### src/hdl/arm_pkg.sv
`default_nettype none
// ----------------------------------------------------------------------------
// arm_pkg
// Shared constants, types and helpers of the AC RMS current meter.
// ----------------------------------------------------------------------------
package arm_pkg;

  localparam int ADC_BITS       = 12;
  localparam int PRIME_LOG2     = 5;
  localparam int PRIME_SAMPLES  = 1 << PRIME_LOG2;
  localparam int WARMUP_SAMPLES = 200;
  localparam int GAIN_FRAC      = 24;
  localparam int BASE_TO_Q8     = 16;
  localparam int CAL_SHIFT      = 12;

  localparam int SAMPLE_W = 12;
  localparam int WL_W     = 10;
  localparam int GAIN_W   = 16;
  localparam int CAL_W    = 20;
  localparam int GATE_W   = 32;
  localparam int CUR_W    = 32;
  localparam int Q8_W     = ADC_BITS + 8;
  localparam int BASE_W   = ADC_BITS + GAIN_FRAC;
  localparam int PSUM_W   = ADC_BITS + PRIME_LOG2;
  localparam int SQS_W    = 50;
  localparam int MEAN_W   = 2 * Q8_W;
  localparam int CNT_W    = 10;
  localparam int CFG_W    = 32;
  localparam int QDEPTH   = 2;

  localparam logic [WL_W-1:0]   WINDOW_LENGTH_RST  = WL_W'(600);
  localparam logic [GAIN_W-1:0] BASELINE_GAIN_RST  = GAIN_W'(537);
  localparam logic [CAL_W-1:0]  AMPS_PER_COUNT_RST = CAL_W'(7435);
  localparam logic [GATE_W-1:0] NOISE_GATE_RST     = GATE_W'(13107);

  typedef enum logic [1:0] {
    REG_WINDOW_LENGTH  = 2'd0,
    REG_BASELINE_GAIN  = 2'd1,
    REG_AMPS_PER_COUNT = 2'd2,
    REG_NOISE_GATE     = 2'd3
  } reg_index_t;

  typedef struct packed {
    logic [WL_W-1:0]   window_length;
    logic [GAIN_W-1:0] baseline_gain;
    logic [CAL_W-1:0]  amps_per_count;
    logic [GATE_W-1:0] noise_gate;
  } cfg_t;

  typedef enum logic [2:0] {
    OP_PRIME      = 3'd0,
    OP_PRIME_LAST = 3'd1,
    OP_WARM       = 3'd2,
    OP_RUN        = 3'd3,
    OP_RUN_LAST   = 3'd4
  } op_t;

  typedef struct packed {
    op_t                 op;
    logic [ADC_BITS-1:0] x;
  } qent_t;

  // a zero window length acts as one
  function automatic logic [WL_W:0] eff_window(input logic [WL_W-1:0] wl);
    eff_window = (wl == '0) ? (WL_W+1)'(1) : {1'b0, wl};
  endfunction

endpackage
`default_nettype wire

### src/hdl/arm_if.sv
`default_nettype none
// ----------------------------------------------------------------------------
// arm_if
// Valid/ready channels for samples and results of the meter.
// ----------------------------------------------------------------------------
interface arm_sample_if;
  logic                          valid;
  logic                          ready;
  logic [arm_pkg::SAMPLE_W-1:0]  sample;
  modport source (output valid, output sample, input ready);
  modport sink   (input valid, input sample, output ready);
endinterface

interface arm_result_if;
  logic                       valid;
  logic                       ready;
  logic [arm_pkg::CUR_W-1:0]  current;
  logic [arm_pkg::Q8_W-1:0]   rms_counts;
  logic [arm_pkg::Q8_W-1:0]   baseline_now;
  modport source (output valid, output current, output rms_counts, output baseline_now,
                  input ready);
  modport sink   (input valid, input current, input rms_counts, input baseline_now,
                  output ready);
endinterface
`default_nettype wire

### src/hdl/arm_front.sv
`default_nettype none
// ----------------------------------------------------------------------------
// arm_front
// Accept samples, track the phase and count, tag each item with its operation.
// ----------------------------------------------------------------------------
module arm_front (
  input  wire logic                      clk,
  input  wire logic                      rst,
  arm_sample_if.sink                     samples,
  input  wire logic [arm_pkg::WL_W-1:0]  window_length,
  input  wire logic                      full,
  output logic                           push,
  output arm_pkg::qent_t                 push_data
);

  typedef enum logic [2:0] {
    PH_PRIMING = 3'b001,
    PH_WARMUP  = 3'b010,
    PH_RUNNING = 3'b100
  } phase_t;

  phase_t                       phase, phase_next;
  logic [arm_pkg::CNT_W-1:0]    count;
  logic [arm_pkg::CNT_W:0]      cnt_inc;
  logic [arm_pkg::WL_W:0]       wl_eff;
  logic                         last;
  arm_pkg::op_t                 op;

  assign samples.ready = !full;
  assign push          = samples.valid && !full;
  assign cnt_inc       = {1'b0, count} + (arm_pkg::CNT_W+1)'(1);
  assign wl_eff        = arm_pkg::eff_window(window_length);

  always_comb begin
    last       = 1'b0;
    op         = arm_pkg::OP_PRIME;
    phase_next = phase;
    unique case (phase)
      PH_WARMUP: begin
        last = cnt_inc >= (arm_pkg::CNT_W+1)'(arm_pkg::WARMUP_SAMPLES);
        op   = arm_pkg::OP_WARM;
        if (last) phase_next = PH_RUNNING;
      end
      PH_RUNNING: begin
        last = cnt_inc >= (arm_pkg::CNT_W+1)'(wl_eff);
        op   = last ? arm_pkg::OP_RUN_LAST : arm_pkg::OP_RUN;
      end
      default: begin
        last = cnt_inc >= (arm_pkg::CNT_W+1)'(arm_pkg::PRIME_SAMPLES);
        op   = last ? arm_pkg::OP_PRIME_LAST : arm_pkg::OP_PRIME;
        phase_next = PH_PRIMING;
        if (last) phase_next = (arm_pkg::WARMUP_SAMPLES > 0) ? PH_WARMUP : PH_RUNNING;
      end
    endcase
  end

  assign push_data.op = op;
  assign push_data.x  = samples.sample[arm_pkg::ADC_BITS-1:0];

  always_ff @(posedge clk) begin
    if (rst) begin
      phase <= PH_PRIMING;
      count <= '0;
    end else if (push) begin
      phase <= phase_next;
      count <= last ? '0 : cnt_inc[arm_pkg::CNT_W-1:0];
    end
  end

endmodule
`default_nettype wire

### src/hdl/arm_queue.sv
`default_nettype none
// ----------------------------------------------------------------------------
// arm_queue
// Short FIFO of tagged items between the front and the back.
// ----------------------------------------------------------------------------
module arm_queue (
  input  wire logic            clk,
  input  wire logic            rst,
  input  wire logic            push,
  input  wire arm_pkg::qent_t  push_data,
  output logic                 full,
  input  wire logic            pop,
  output logic                 not_empty,
  output arm_pkg::qent_t       pop_data
);

  localparam int PTR_W = $clog2(arm_pkg::QDEPTH);
  localparam int FILL_W = $clog2(arm_pkg::QDEPTH + 1);

  arm_pkg::qent_t     mem [arm_pkg::QDEPTH];
  logic [PTR_W-1:0]   wr_ptr, rd_ptr;
  logic [FILL_W-1:0]  fill;

  assign full      = fill == FILL_W'(arm_pkg::QDEPTH);
  assign not_empty = fill != '0;
  assign pop_data  = mem[rd_ptr];

  always_ff @(posedge clk) begin
    if (push) mem[wr_ptr] <= push_data;
  end

  always_ff @(posedge clk) begin
    if (rst) begin
      wr_ptr <= '0;
      rd_ptr <= '0;
      fill   <= '0;
    end else begin
      if (push) wr_ptr <= (wr_ptr == PTR_W'(arm_pkg::QDEPTH-1)) ? '0 : wr_ptr + PTR_W'(1);
      if (pop)  rd_ptr <= (rd_ptr == PTR_W'(arm_pkg::QDEPTH-1)) ? '0 : rd_ptr + PTR_W'(1);
      if (push && !pop)      fill <= fill + FILL_W'(1);
      else if (pop && !push) fill <= fill - FILL_W'(1);
    end
  end

endmodule
`default_nettype wire

### src/hdl/arm_back.sv
`default_nettype none
// ----------------------------------------------------------------------------
// arm_back
// Baseline tracker, square accumulator, divider, square root and scaling.
// ----------------------------------------------------------------------------
module arm_back (
  input  wire logic            clk,
  input  wire logic            rst,
  input  wire arm_pkg::cfg_t   cfg,
  input  wire logic            op_valid,
  input  wire arm_pkg::qent_t  op_data,
  output logic                 pop,
  arm_result_if.source         results
);

  localparam int PROD_W = arm_pkg::GAIN_W + arm_pkg::BASE_W;
  localparam int STEP_W = PROD_W - arm_pkg::GAIN_FRAC;
  localparam int ITER_W = $clog2(arm_pkg::SQS_W);
  localparam int SREM_W = arm_pkg::Q8_W + 1;
  localparam int SCL_W  = arm_pkg::Q8_W + arm_pkg::CAL_W;
  localparam int SCD_W  = SCL_W - arm_pkg::CAL_SHIFT;

  typedef enum logic [7:0] {
    ST_IDLE  = 8'b0000_0001,
    ST_MUL   = 8'b0000_0010,
    ST_UPD   = 8'b0000_0100,
    ST_SQ    = 8'b0000_1000,
    ST_DIV   = 8'b0001_0000,
    ST_SQRT  = 8'b0010_0000,
    ST_SCALE = 8'b0100_0000,
    ST_FIN   = 8'b1000_0000
  } state_t;

  state_t                          state;
  logic [arm_pkg::ADC_BITS-1:0]    x_q;
  logic                            last_q, run_q, neg_q;
  logic [arm_pkg::BASE_W-1:0]      dif, baseline, target;
  logic [PROD_W-1:0]               prod;
  logic [arm_pkg::PSUM_W-1:0]      prime_sum, psum_new;
  logic [arm_pkg::SQS_W-1:0]       sq_sum, sq_sum_new, dq, dq_next;
  logic [arm_pkg::WL_W-1:0]        rem_d;
  logic [arm_pkg::WL_W:0]          trial, wl_eff;
  logic                            div_ge;
  logic [ITER_W-1:0]               iter;
  logic [arm_pkg::MEAN_W-1:0]      sq_val;
  logic [SREM_W-1:0]               sq_rem;
  logic [SREM_W+1:0]               r_sh, t_sq, r_diff;
  logic [arm_pkg::Q8_W-1:0]        root, xs, b8, mag;
  logic [SCL_W-1:0]                scl;
  logic [SCD_W-1:0]                scaled;
  logic [arm_pkg::CUR_W-1:0]       cur, gated;
  logic [STEP_W-1:0]               step;
  logic                            load;

  assign pop      = (state == ST_IDLE) && op_valid;
  assign target   = arm_pkg::BASE_W'(op_data.x) << arm_pkg::GAIN_FRAC;
  assign psum_new = prime_sum + arm_pkg::PSUM_W'(op_data.x);

  // round the downward step away from zero so the baseline never undershoots
  assign step = prod[PROD_W-1:arm_pkg::GAIN_FRAC]
              + STEP_W'(neg_q && (prod[arm_pkg::GAIN_FRAC-1:0] != '0));

  assign xs         = {x_q, 8'b0};
  assign b8         = baseline[arm_pkg::BASE_W-1:arm_pkg::BASE_TO_Q8];
  assign mag        = (xs >= b8) ? xs - b8 : b8 - xs;
  assign sq_sum_new = sq_sum + arm_pkg::SQS_W'(mag) * arm_pkg::SQS_W'(mag);

  assign wl_eff  = arm_pkg::eff_window(cfg.window_length);
  assign trial   = {rem_d, dq[arm_pkg::SQS_W-1]};
  assign div_ge  = trial >= wl_eff;
  assign dq_next = {dq[arm_pkg::SQS_W-2:0], div_ge};

  assign r_sh   = {sq_rem, sq_val[arm_pkg::MEAN_W-1 -: 2]};
  assign t_sq   = {1'b0, root, 2'b01};
  assign r_diff = r_sh - t_sq;

  // the scaled value is below 2^28 and cannot reach the 32-bit limit
  assign scaled = scl[SCL_W-1:arm_pkg::CAL_SHIFT];
  assign cur    = arm_pkg::CUR_W'(scaled);
  assign gated  = (cur < cfg.noise_gate) ? '0 : cur;
  assign load   = (state == ST_FIN) && (!results.valid || results.ready);

  always_ff @(posedge clk) begin
    if (rst) begin
      state     <= ST_IDLE;
      prime_sum <= '0;
      baseline  <= '0;
      sq_sum    <= '0;
    end else begin
      unique case (state)
        ST_IDLE: begin
          if (pop) begin
            x_q    <= op_data.x;
            last_q <= op_data.op == arm_pkg::OP_RUN_LAST;
            run_q  <= op_data.op != arm_pkg::OP_WARM;
            neg_q  <= target < baseline;
            dif    <= (target < baseline) ? baseline - target : target - baseline;
            case (op_data.op)
              arm_pkg::OP_PRIME: prime_sum <= psum_new;
              arm_pkg::OP_PRIME_LAST: begin
                baseline  <= arm_pkg::BASE_W'(psum_new)
                             << (arm_pkg::GAIN_FRAC - arm_pkg::PRIME_LOG2);
                prime_sum <= '0;
              end
              default: state <= ST_MUL;
            endcase
          end
        end
        ST_MUL: begin
          prod  <= cfg.baseline_gain * dif;
          state <= ST_UPD;
        end
        ST_UPD: begin
          baseline <= neg_q ? baseline - arm_pkg::BASE_W'(step)
                            : baseline + arm_pkg::BASE_W'(step);
          state    <= run_q ? ST_SQ : ST_IDLE;
        end
        ST_SQ: begin
          if (last_q) begin
            dq     <= sq_sum_new;
            sq_sum <= '0;
            rem_d  <= '0;
            iter   <= '0;
            state  <= ST_DIV;
          end else begin
            sq_sum <= sq_sum_new;
            state  <= ST_IDLE;
          end
        end
        ST_DIV: begin
          rem_d <= div_ge ? arm_pkg::WL_W'(trial - wl_eff) : trial[arm_pkg::WL_W-1:0];
          dq    <= dq_next;
          if (iter == ITER_W'(arm_pkg::SQS_W-1)) begin
            sq_val <= dq_next[arm_pkg::MEAN_W-1:0];
            sq_rem <= '0;
            root   <= '0;
            iter   <= '0;
            state  <= ST_SQRT;
          end else begin
            iter <= iter + ITER_W'(1);
          end
        end
        ST_SQRT: begin
          sq_val <= {sq_val[arm_pkg::MEAN_W-3:0], 2'b00};
          if (!r_diff[SREM_W+1]) begin
            sq_rem <= r_diff[SREM_W-1:0];
            root   <= {root[arm_pkg::Q8_W-2:0], 1'b1};
          end else begin
            sq_rem <= r_sh[SREM_W-1:0];
            root   <= {root[arm_pkg::Q8_W-2:0], 1'b0};
          end
          iter <= iter + ITER_W'(1);
          if (iter == ITER_W'(arm_pkg::Q8_W-1)) state <= ST_SCALE;
        end
        ST_SCALE: begin
          scl   <= root * cfg.amps_per_count;
          state <= ST_FIN;
        end
        ST_FIN: begin
          if (load) state <= ST_IDLE;
        end
        default: state <= ST_IDLE;
      endcase
    end
  end

  always_ff @(posedge clk) begin
    if (rst) begin
      results.valid <= 1'b0;
    end else if (load) begin
      results.valid <= 1'b1;
    end else if (results.ready) begin
      results.valid <= 1'b0;
    end
  end

  always_ff @(posedge clk) begin
    if (load) begin
      results.current      <= gated;
      results.rms_counts   <= root;
      results.baseline_now <= b8;
    end
  end

  a_pop_idle: assert property (@(posedge clk) disable iff (rst)
    pop |-> state == ST_IDLE) else $error("item taken outside idle");
  a_close_div: assert property (@(posedge clk) disable iff (rst)
    (state == ST_SQ && last_q) |=> state == ST_DIV) else $error("window close lost");
  a_load_fin: assert property (@(posedge clk) disable iff (rst)
    (results.valid && !$past(results.valid)) |-> $past(state) == ST_FIN)
    else $error("result raised outside finish");

endmodule
`default_nettype wire

### src/hdl/ac_rms_current_meter_unit.sv
`default_nettype none
// ----------------------------------------------------------------------------
// ac_rms_current_meter_unit
// True-RMS current meter with DC baseline tracking for CT ADC samples.
// ----------------------------------------------------------------------------
// The first 32 samples after reset seed the DC baseline, the next 200 only
// run the tracker, and from then on every window of window_length samples
// yields one result: RMS of the AC part (counts, 8 fraction bits), baseline
// at window end, and the calibrated current gated by noise_gate. A priming
// sample needs only the idle step of the back end; warm-up adds the tracker
// multiply and baseline update steps, and running adds the square-accumulate
// step. A window close adds the bit-serial divide, the square root, a scale
// step and the load of the output register, which waits while a held result
// is not yet taken; a two-item queue lets samples keep arriving meanwhile.
// Write configuration only while idle; index 0 window_length, 1
// baseline_gain, 2 amps_per_count, 3 noise_gate.
// ----------------------------------------------------------------------------
module ac_rms_current_meter_unit (
  input  wire logic                       clk,
  input  wire logic                       rst,
  arm_sample_if.sink                      samples,
  arm_result_if.source                    results,
  input  wire logic                       cfg_we,
  input  wire logic [1:0]                 cfg_index,
  input  wire logic [arm_pkg::CFG_W-1:0]  cfg_wdata
);

  arm_pkg::cfg_t   cfg;
  arm_pkg::qent_t  push_data, pop_data;
  logic            push, pop, full, not_empty;

  // hold configuration; truncate write data to each register's width
  always_ff @(posedge clk) begin
    if (rst) begin
      cfg.window_length  <= arm_pkg::WINDOW_LENGTH_RST;
      cfg.baseline_gain  <= arm_pkg::BASELINE_GAIN_RST;
      cfg.amps_per_count <= arm_pkg::AMPS_PER_COUNT_RST;
      cfg.noise_gate     <= arm_pkg::NOISE_GATE_RST;
    end else if (cfg_we) begin
      unique case (arm_pkg::reg_index_t'(cfg_index))
        arm_pkg::REG_WINDOW_LENGTH:  cfg.window_length  <= cfg_wdata[arm_pkg::WL_W-1:0];
        arm_pkg::REG_BASELINE_GAIN:  cfg.baseline_gain  <= cfg_wdata[arm_pkg::GAIN_W-1:0];
        arm_pkg::REG_AMPS_PER_COUNT: cfg.amps_per_count <= cfg_wdata[arm_pkg::CAL_W-1:0];
        arm_pkg::REG_NOISE_GATE:     cfg.noise_gate     <= cfg_wdata[arm_pkg::GATE_W-1:0];
        default: ;
      endcase
    end
  end

  // classify each sample by phase and window position
  arm_front u_front (
    .clk           (clk),
    .rst           (rst),
    .samples       (samples),
    .window_length (cfg.window_length),
    .full          (full),
    .push          (push),
    .push_data     (push_data)
  );

  // decouple the front from the long window-close work
  arm_queue u_queue (
    .clk       (clk),
    .rst       (rst),
    .push      (push),
    .push_data (push_data),
    .full      (full),
    .pop       (pop),
    .not_empty (not_empty),
    .pop_data  (pop_data)
  );

  // tracker, accumulator and result arithmetic
  arm_back u_back (
    .clk      (clk),
    .rst      (rst),
    .cfg      (cfg),
    .op_valid (not_empty),
    .op_data  (pop_data),
    .pop      (pop),
    .results  (results)
  );

endmodule
`default_nettype wire

### src/flat_wrapper.sv
// flat-port wrapper written by rule: the top's interface ports become plain ports
module ac_rms_current_meter_unit_flat 
  (clk, rst, cfg_we, cfg_index, cfg_wdata, samples_valid, samples_sample, samples_ready, results_valid, results_current, results_rms_counts, results_baseline_now, results_ready);
  arm_sample_if samples_i ();
  arm_result_if results_i ();
  input  wire logic clk;
  input  wire logic rst;
  input  wire logic cfg_we;
  input  wire logic [1:0] cfg_index;
  input  wire logic [arm_pkg::CFG_W-1:0] cfg_wdata;
  input wire logic [$bits(samples_i.valid)-1:0] samples_valid;
  input wire logic [$bits(samples_i.sample)-1:0] samples_sample;
  output wire logic [$bits(samples_i.ready)-1:0] samples_ready;
  output wire logic [$bits(results_i.valid)-1:0] results_valid;
  output wire logic [$bits(results_i.current)-1:0] results_current;
  output wire logic [$bits(results_i.rms_counts)-1:0] results_rms_counts;
  output wire logic [$bits(results_i.baseline_now)-1:0] results_baseline_now;
  input wire logic [$bits(results_i.ready)-1:0] results_ready;
  assign samples_i.valid = samples_valid;
  assign samples_i.sample = samples_sample;
  assign samples_ready = samples_i.ready;
  assign results_valid = results_i.valid;
  assign results_current = results_i.current;
  assign results_rms_counts = results_i.rms_counts;
  assign results_baseline_now = results_i.baseline_now;
  assign results_i.ready = results_ready;
  ac_rms_current_meter_unit u_core (.clk(clk), .rst(rst), .samples(samples_i), .results(results_i), .cfg_we(cfg_we), .cfg_index(cfg_index), .cfg_wdata(cfg_wdata));
endmodule
### config.mk
export PLATFORM = sky130hd
export DESIGN_NAME = ac_rms_current_meter_unit_flat
export DESIGN_NICKNAME = d
export VERILOG_FILES = /design/src/hdl/arm_pkg.sv /design/src/hdl/arm_if.sv /design/src/hdl/arm_front.sv /design/src/hdl/arm_queue.sv /design/src/hdl/arm_back.sv /design/src/hdl/ac_rms_current_meter_unit.sv /design/src/flat_wrapper.sv
export SDC_FILE = /design/constraint.sdc
export NUM_CORES = 2
export LEC_CHECK = 0
export BUFFER_PORTS_ARGS = -buffer_cell sky130_fd_sc_hd__buf_2
export CAP_MARGIN = 20
export CORE_MARGIN = 1.5
export CORE_UTILIZATION = 42
export DETAILED_ROUTE_END_ITERATION = 6
export PLACE_DENSITY = 0.67
export SKIP_CTS_REPAIR_TIMING = 1
export SLEW_MARGIN = 20
export SYNTH_ARGS = -nofsm -noshare
export SYNTH_HDL_FRONTEND = slang
export SYNTH_SLANG_ARGS = --single-unit
### constraint.sdc
create_clock -name clk -period 23.6 [get_ports clk]
set_input_delay 3.54 -clock clk [delete_from_list [all_inputs] [get_ports clk]]
set_output_delay 3.54 -clock clk [all_outputs]
set_load 0.005 [all_outputs]
Yosys cells after proc, flatten, opt, wreduce, memory -nomap -nowiden --
Memories as Yosys holds them, arrays and structs flattened. A register that Yosys moved wholly into a read port is not among the register bits. Index checks and enable logic that the tools add are counted.
Storage, ports and cells: flip-flop bits (word level) 569, bits in latches 0, RAM bits 30, memory bits (read-only) 0, input port bits 51, output and inout port bits 74, word-level logic and storage cells 177, memories kept 1
Memory list:
- u_core.u_queue.mem | words 2, bits a word 15, rd ports 1, clocked after memory_dff 1, write ports 1, line arm_queue.sv:20 | arm_pkg::qent_t mem [arm_pkg::QDEPTH];
Cells by class: $add $sub $neg 17, $mul 3, div/mod/pow operators 0, order comparisons 7, eq/ne operators 27, shifts and indexed selects 0, multiplexer cells 51, bitwise logic cells 2, reductions and logical operators 38
Operators by type and width (number):
- two-way mux 36 bit | 4
- two-way mux 50 bit | 2
- case mux 50 bit (2 select lines) | 1
- multiplier 20 x 20 -> 40 bit | 2
- case mux 40 bit (2 select lines) | 1
- case mux 36 bit (2 select lines) | 1
- subtractor 36 bit | 2
- case mux 8 bit (8 select lines) | 1
- multiplier 16 x 36 -> 52 bit | 1
- adder 50 x 40 -> 50 bit | 1
- two-way mux 21 bit | 2
- case mux 21 bit (2 select lines) | 1
- two-way mux 10 bit | 4
- two-way mux 20 bit | 2
- two-way mux 40 bit | 1
- two-way mux 8 bit | 5
- case mux 20 bit (2 select lines) | 1
- subtractor 20 bit | 2
- adder 36 x 28 -> 36 bit | 1
- less-than comparator 36 bit | 1
- subtractor 36 x 28 -> 36 bit | 1
- case mux 17 bit (2 select lines) | 1
- less-than comparator 28 x 32 -> 1 bit | 1
- adder 28 x 1 -> 28 bit | 1
- 54 further kinds | 105

Longest topological paths before layout --
depth in word-level cells 7, gate-level depth with buffers 42, depth with buffers taken out 37

By module --
From an unflattened synthesis, not the netlist that was laid out.
Second synthesis, totals: cell total of the unflattened synthesis 8057, area total of the unflattened synthesis 74640.3 µm²
By module, submodules not included:
- arm_back | times used 1, cells an instance 7494, area an instance 68732.2 µm²
- ac_rms_current_meter_unit | times used 1, cells an instance 306, area an instance 3208.1 µm²
- arm_front | times used 1, cells an instance 188, area an instance 1407.6 µm²
- arm_queue | times used 1, cells an instance 69, area an instance 1292.5 µm²

Least setup slack after synthesis --
No wires, ideal clock.
path type reg2reg, start point register u_core.u_back.baseline[16] in the netlist's numbering, end point register u_core.u_back.sq_sum[44] in the netlist's numbering, data arrival time 10.279 ns, required time 23.526 ns, setup slack 13.247 ns, stages on the path, launching flop included 38, buffers on the path 3, cells stage by stage dfxtp_1 -> clkbuf_1 -> inv_1 -> buf_1 -> ha_1 -> nor4bb_1 -> a2111oi_2 -> nor3_1 -> o41ai_2 -> a21o_1 -> clkbuf_1 -> nor2_1 -> a21oi_1 -> xnor2_1 -> clkinv_1 -> nor2_1 -> fa_1 -> fa_1 -> [2 not listed] -> inv_1 -> fa_1 -> fa_1 -> fa_1 -> inv_1 -> fa_1 -> inv_1 -> ha_1 -> a21o_1 -> a21o_1 -> a21o_1 -> a221oi_1 -> o21ai_0 -> a31oi_1 -> o31ai_1 -> a221o_1 -> or3b_2 -> a31oi_1
Between the ends: word-level cells in the longest chain between the ends 5, elaborated cells on any way between the ends 7
Ends and longest elaborated chain:
- from (decl) | line arm_back.sv:37 | logic [arm_pkg::BASE_W-1:0] dif, baseline, target;
- from (signal assigned) | line arm_back.sv:101 | baseline <= arm_pkg::BASE_W'(psum_new)
- from (signal assigned) | line arm_back.sv:114 | baseline <= neg_q ? baseline - arm_pkg::BASE_W'(step)
- subtractor 20 bit or >= comparator 20 bit (tied branches) | line arm_back.sv:65 | assign mag = (xs >= b8) ? xs - b8 : b8 - xs;
- two-way mux 20 bit * | line arm_back.sv:65
- multiplier 20 x 20 -> 40 bit * | line arm_back.sv:66 | assign sq_sum_new = sq_sum + arm_pkg::SQS_W'(mag) * arm_pkg::SQS_W'(mag);
- adder 50 x 40 -> 50 bit * | line arm_back.sv:66
- two-way mux 50 bit * | line arm_back.sv:119 | if (last_q) begin
- to (signal assigned) | line arm_back.sv:126 | sq_sum <= sq_sum_new;
- to (decl) | line arm_back.sv:40 | logic [arm_pkg::SQS_W-1:0] sq_sum, sq_sum_new, dq, dq_next;
Every way passes the cells marked *; elsewhere a longest branch is shown, timed or not. A chain may end at the register's enable or synchronous reset.

Final worst setup path --
start point register u_core.u_back.baseline[16] in the netlist's numbering, end point register u_core.u_back.dq[43] in the netlist's numbering, data pin
Between the ends: word-level cells in the longest chain between the ends 6, elaborated cells on any way between the ends 8
Ends and longest elaborated chain:
- subtractor 20 bit or >= comparator 20 bit (tied branches) | line arm_back.sv:65
- two-way mux 20 bit * | line arm_back.sv:65
- multiplier 20 x 20 -> 40 bit * | line arm_back.sv:66
- adder 50 x 40 -> 50 bit * | line arm_back.sv:66
- two-way mux 50 bit * | line arm_back.sv:119
- case mux 50 bit (2 select lines) * | line arm_back.sv:90 | unique case (state)
- to (signal assigned) | line arm_back.sv:120 | dq <= sq_sum_new;
- to (signal assigned) | line arm_back.sv:132 | dq <= dq_next;
- to (decl) | line arm_back.sv:40
Every way passes the cells marked *; elsewhere a longest branch is shown, timed or not. The select of a mux whose other input is x is not followed.

==> out/qor.yml <==
outcome:
  status: "finished, final reports clean"
routing:
  vias: 55720
  wl_mm: 193.6
  met1_length_mm: 80.06
  viasPerCell: 5.351
  routed.top_layer: "met4"
  wl_met3_mm: 9.825
  firstDrtPassIters: 6
  dr_wl_met2_mm: 95.21
  wire_per_inst_microns: 18.59
  drt_iter0_markers: 3769
  drtAntennaViolNets: 0
  drc: 0
logic_synthesis:
  avgSynthCellArea_sq_um: 9.105
  synthDistinctLibCells: 91
  synth_cells: 8104
  synth.area.top_cells: "fa_1 (30%), edfxtp_1 (15%), ha_1 (10%)"
  ys_ff_latch: 584
  synth_top_area_share_pct: 30.25
  ys_warn_count: 0
  ys_seq_area_share_pct: 20.94
  syn_area_sq_mm: 0.07379
  synth_edf_count: 376
  yosysTopAreaCell: "fa_1"
  synth_most_common_cell: "inv_1"
  synth_common_cells: "inv_1 (1,396), nand2_1 (1,324), fa_1 (1,115), ha_1 (600), nor2_1 (499)"
  synth-async-reset-ratio_pct: 0
  synth-main-ff-cell: "edfxtp_1"
critical_path:
  rr_startpoint: "u_core.u_back.baseline[16]$_SDFFE_PP0P_"
  r2r_cells: 30
  cp_top_family: "adder cells"
  arrival_ps: 12690
  crit_top_cell: "fa_1"
  startpoint_type: "register"
  crit_buf_inv: 5
  cpPeakStageDelay_ps: 770
  path_class: "register to register"
  r2r_slack_ps: 11430
  r2r_end: "u_core.u_back.dq[43]$_DFFE_PP_"
  required_ps: 24120
  slowest_stage: "a21oi_1"
  end_kind: "register"
  worstPathMaxFanout: 15
sta:
  min_period_over_period_pct: 51.58
  rsz0062_at_grt: "no"
  setup_tns_ps: 0
  hold_viol: 0
  fmax_mhz: 82.15
  finalSetupViolCount: 0
  drv_slew: 0
  max_slew.worst_pin.slew_ps: 1104
  relSlewSlack_pct: 25.49
  skew_ps: 34.43
  timing.final.crit_period_ps: 12170
placed_design:
  numPortBuffers: 120
  dpl.hpwl_mm: 149.1
  place.gp.congestion: 0.9621
global_route:
  grt_pass1_wl_mm: 317.4
  grt_pass1_vias: 59370
  antenna_found_initial: 2
  grt_max_degree: 89
  grt_remaining_overflow: 0
  grt.total_usage_pct: 22.16
hold_path:
  holdCritStartpoint: "u_core.cfg[3]$_SDFFE_PP0P_"
  whs_endpoint: "u_core.cfg[3]$_SDFFE_PP0P_"
  hold_path.class: "register to register"
  holdPathStages: 2
die:
  die_x_microns: 422.2
  core_sq_mm: 0.1742
  num_io_pins: 125
  die_h_microns: 422.2
  start_util_pct: 42.36
  rows: 153
  die_area_sq_mm: 0.1782
clocking:
  clock_sinks: 584
  clk_latency_ps: 680
  path_clk_slew_ps: 60
  cts_max_path_buffers: 3
  clockRootBuffer: "clkbuf_16"
  cts_tree: "built"
  numCtsBuffers: 68
  htreeDepth: 3
finish:
  area_growth_pct: 7.067
  drive_above_1_share_pct: 4.936
  fill_cells: 16550
  nNetsFinal: 9795
  seq_area_sq_mm: 0.01546
  multi_input_area_sq_mm: 0.05174
job:
  max_cap_viol_count: 0
[metrics by stage]
step	instances	util [%]	worst slack, ps	hold slack, ps	cell area, sq um
after floorplan	8107	-	13250	429.9	73800
after global placement	10280	44.04	11990	441.5	76720
after detailed placement	10280	44.05	11650	447.1	76730
after CTS	10410	45.34	11600	454.8	78980
after global routing	10410	45.35	10770	473.7	79000
final	10410	45.35	11430	453.1	79000
[cell families after synthesis]
family	Yosys count	share of synthesized area, %
AO/OA/AOI/OAI	997	8.677
XOR/XNOR	315	3.749
adder cells (fa/ha/maj)	1715	40.42
buffers and inverters	1773	9.104
flip-flops	584	20.94
multiplexers	55	0.7613
other	1	0.005082
AND/OR/NAND/NOR	2664	16.34
[placed cells by master, fill, tap and decap left out, types with 17 or more instances in the layout]
master     instances
nor2_1           497
nand4_1           38
and2_1           345
buf_4            100
xnor2_1          192
or3_1             24
nand2b_1          34
buf_2            119
or2_2             17
mux2i_1           46
nand3b_1          29
a21o_1           116
nor2b_1           42
clkbuf_16         68
a22oi_1           53
a21oi_1          342
ha_1             600
nand3_1           99
o21a_1            28
o31ai_1           26
and3_1            44
o21ai_0          153
edfxtp_1         376
a31oi_1           42
xor2_1           121
fa_1            1115
o21bai_1          25
nand2_1         1323
dfxtp_1          207
a211o_1           20
nor3_1            80
inv_1           1396
nor4_1            22
a211oi_1          37
[routing by layer]
layer	up-vias	track usage [%]
met4	0	8.981
met2	1652	38.29
met5	-	0
met3	424	2.527
met1	28140	28.18
li1	25500	-
[cell type report]
type,instances,area share (%)
multi-input cells,5750,65.49
flip-flops and latches,584,19.56
inverters,1405,6.682
well taps,2325,3.682
clock buffers,78,2.214
repair buffers,220,1.721
clock inverters,46,0.6319
diodes,5,0.01584
[tightest hold or removal path, stage by stage (launching register included)]
cell	delay, ps
dfxtp_1	310
nand2_1	50
a21oi_1	50
[sequential cells by signal, indices dropped and copies added, names as in the netlist, 30 cells and up, named ones only]
name                    count
u_core.u_back.sq_val       40
u_core.u_back.dq           50
u_core.u_back.sq_sum       50
u_core.u_back.dif          36
u_core.u_queue.mem         30
u_core.u_back.prod         52
u_core.cfg                 78
u_core.u_back.baseline     36
[worst max path at each step]
stage | start | to | slack, ps | cells after the start
5_1_grt | u_core.u_back.baseline[16]$_SDFFE_PP0P_ | u_core.u_back.dq[43]$_DFFE_PP_ | 10770 | 31
2_1_floorplan | u_core.u_back.baseline[16]$_SDFFE_PP0P_ | u_core.u_back.sq_sum[44]$_SDFFE_PP0P_ | 13250 | 37
3_3_place_gp | u_core.u_back.baseline[16]$_SDFFE_PP0P_ | u_core.u_back.sq_sum[48]$_SDFFE_PP0P_ | 11990 | 30
4_1_cts | u_core.u_back.baseline[16]$_SDFFE_PP0P_ | u_core.u_back.dq[43]$_DFFE_PP_ | 11600 | 30
6_report | u_core.u_back.baseline[16]$_SDFFE_PP0P_ | u_core.u_back.dq[43]$_DFFE_PP_ | 11430 | 30
3_5_place_dp | u_core.u_back.baseline[16]$_SDFFE_PP0P_ | u_core.u_back.dq[43]$_DFFE_PP_ | 11650 | 30
Power is left out: the tool's default activity adds up to more than one toggle a clock period on the data nets, which glitch-free logic cannot reach.
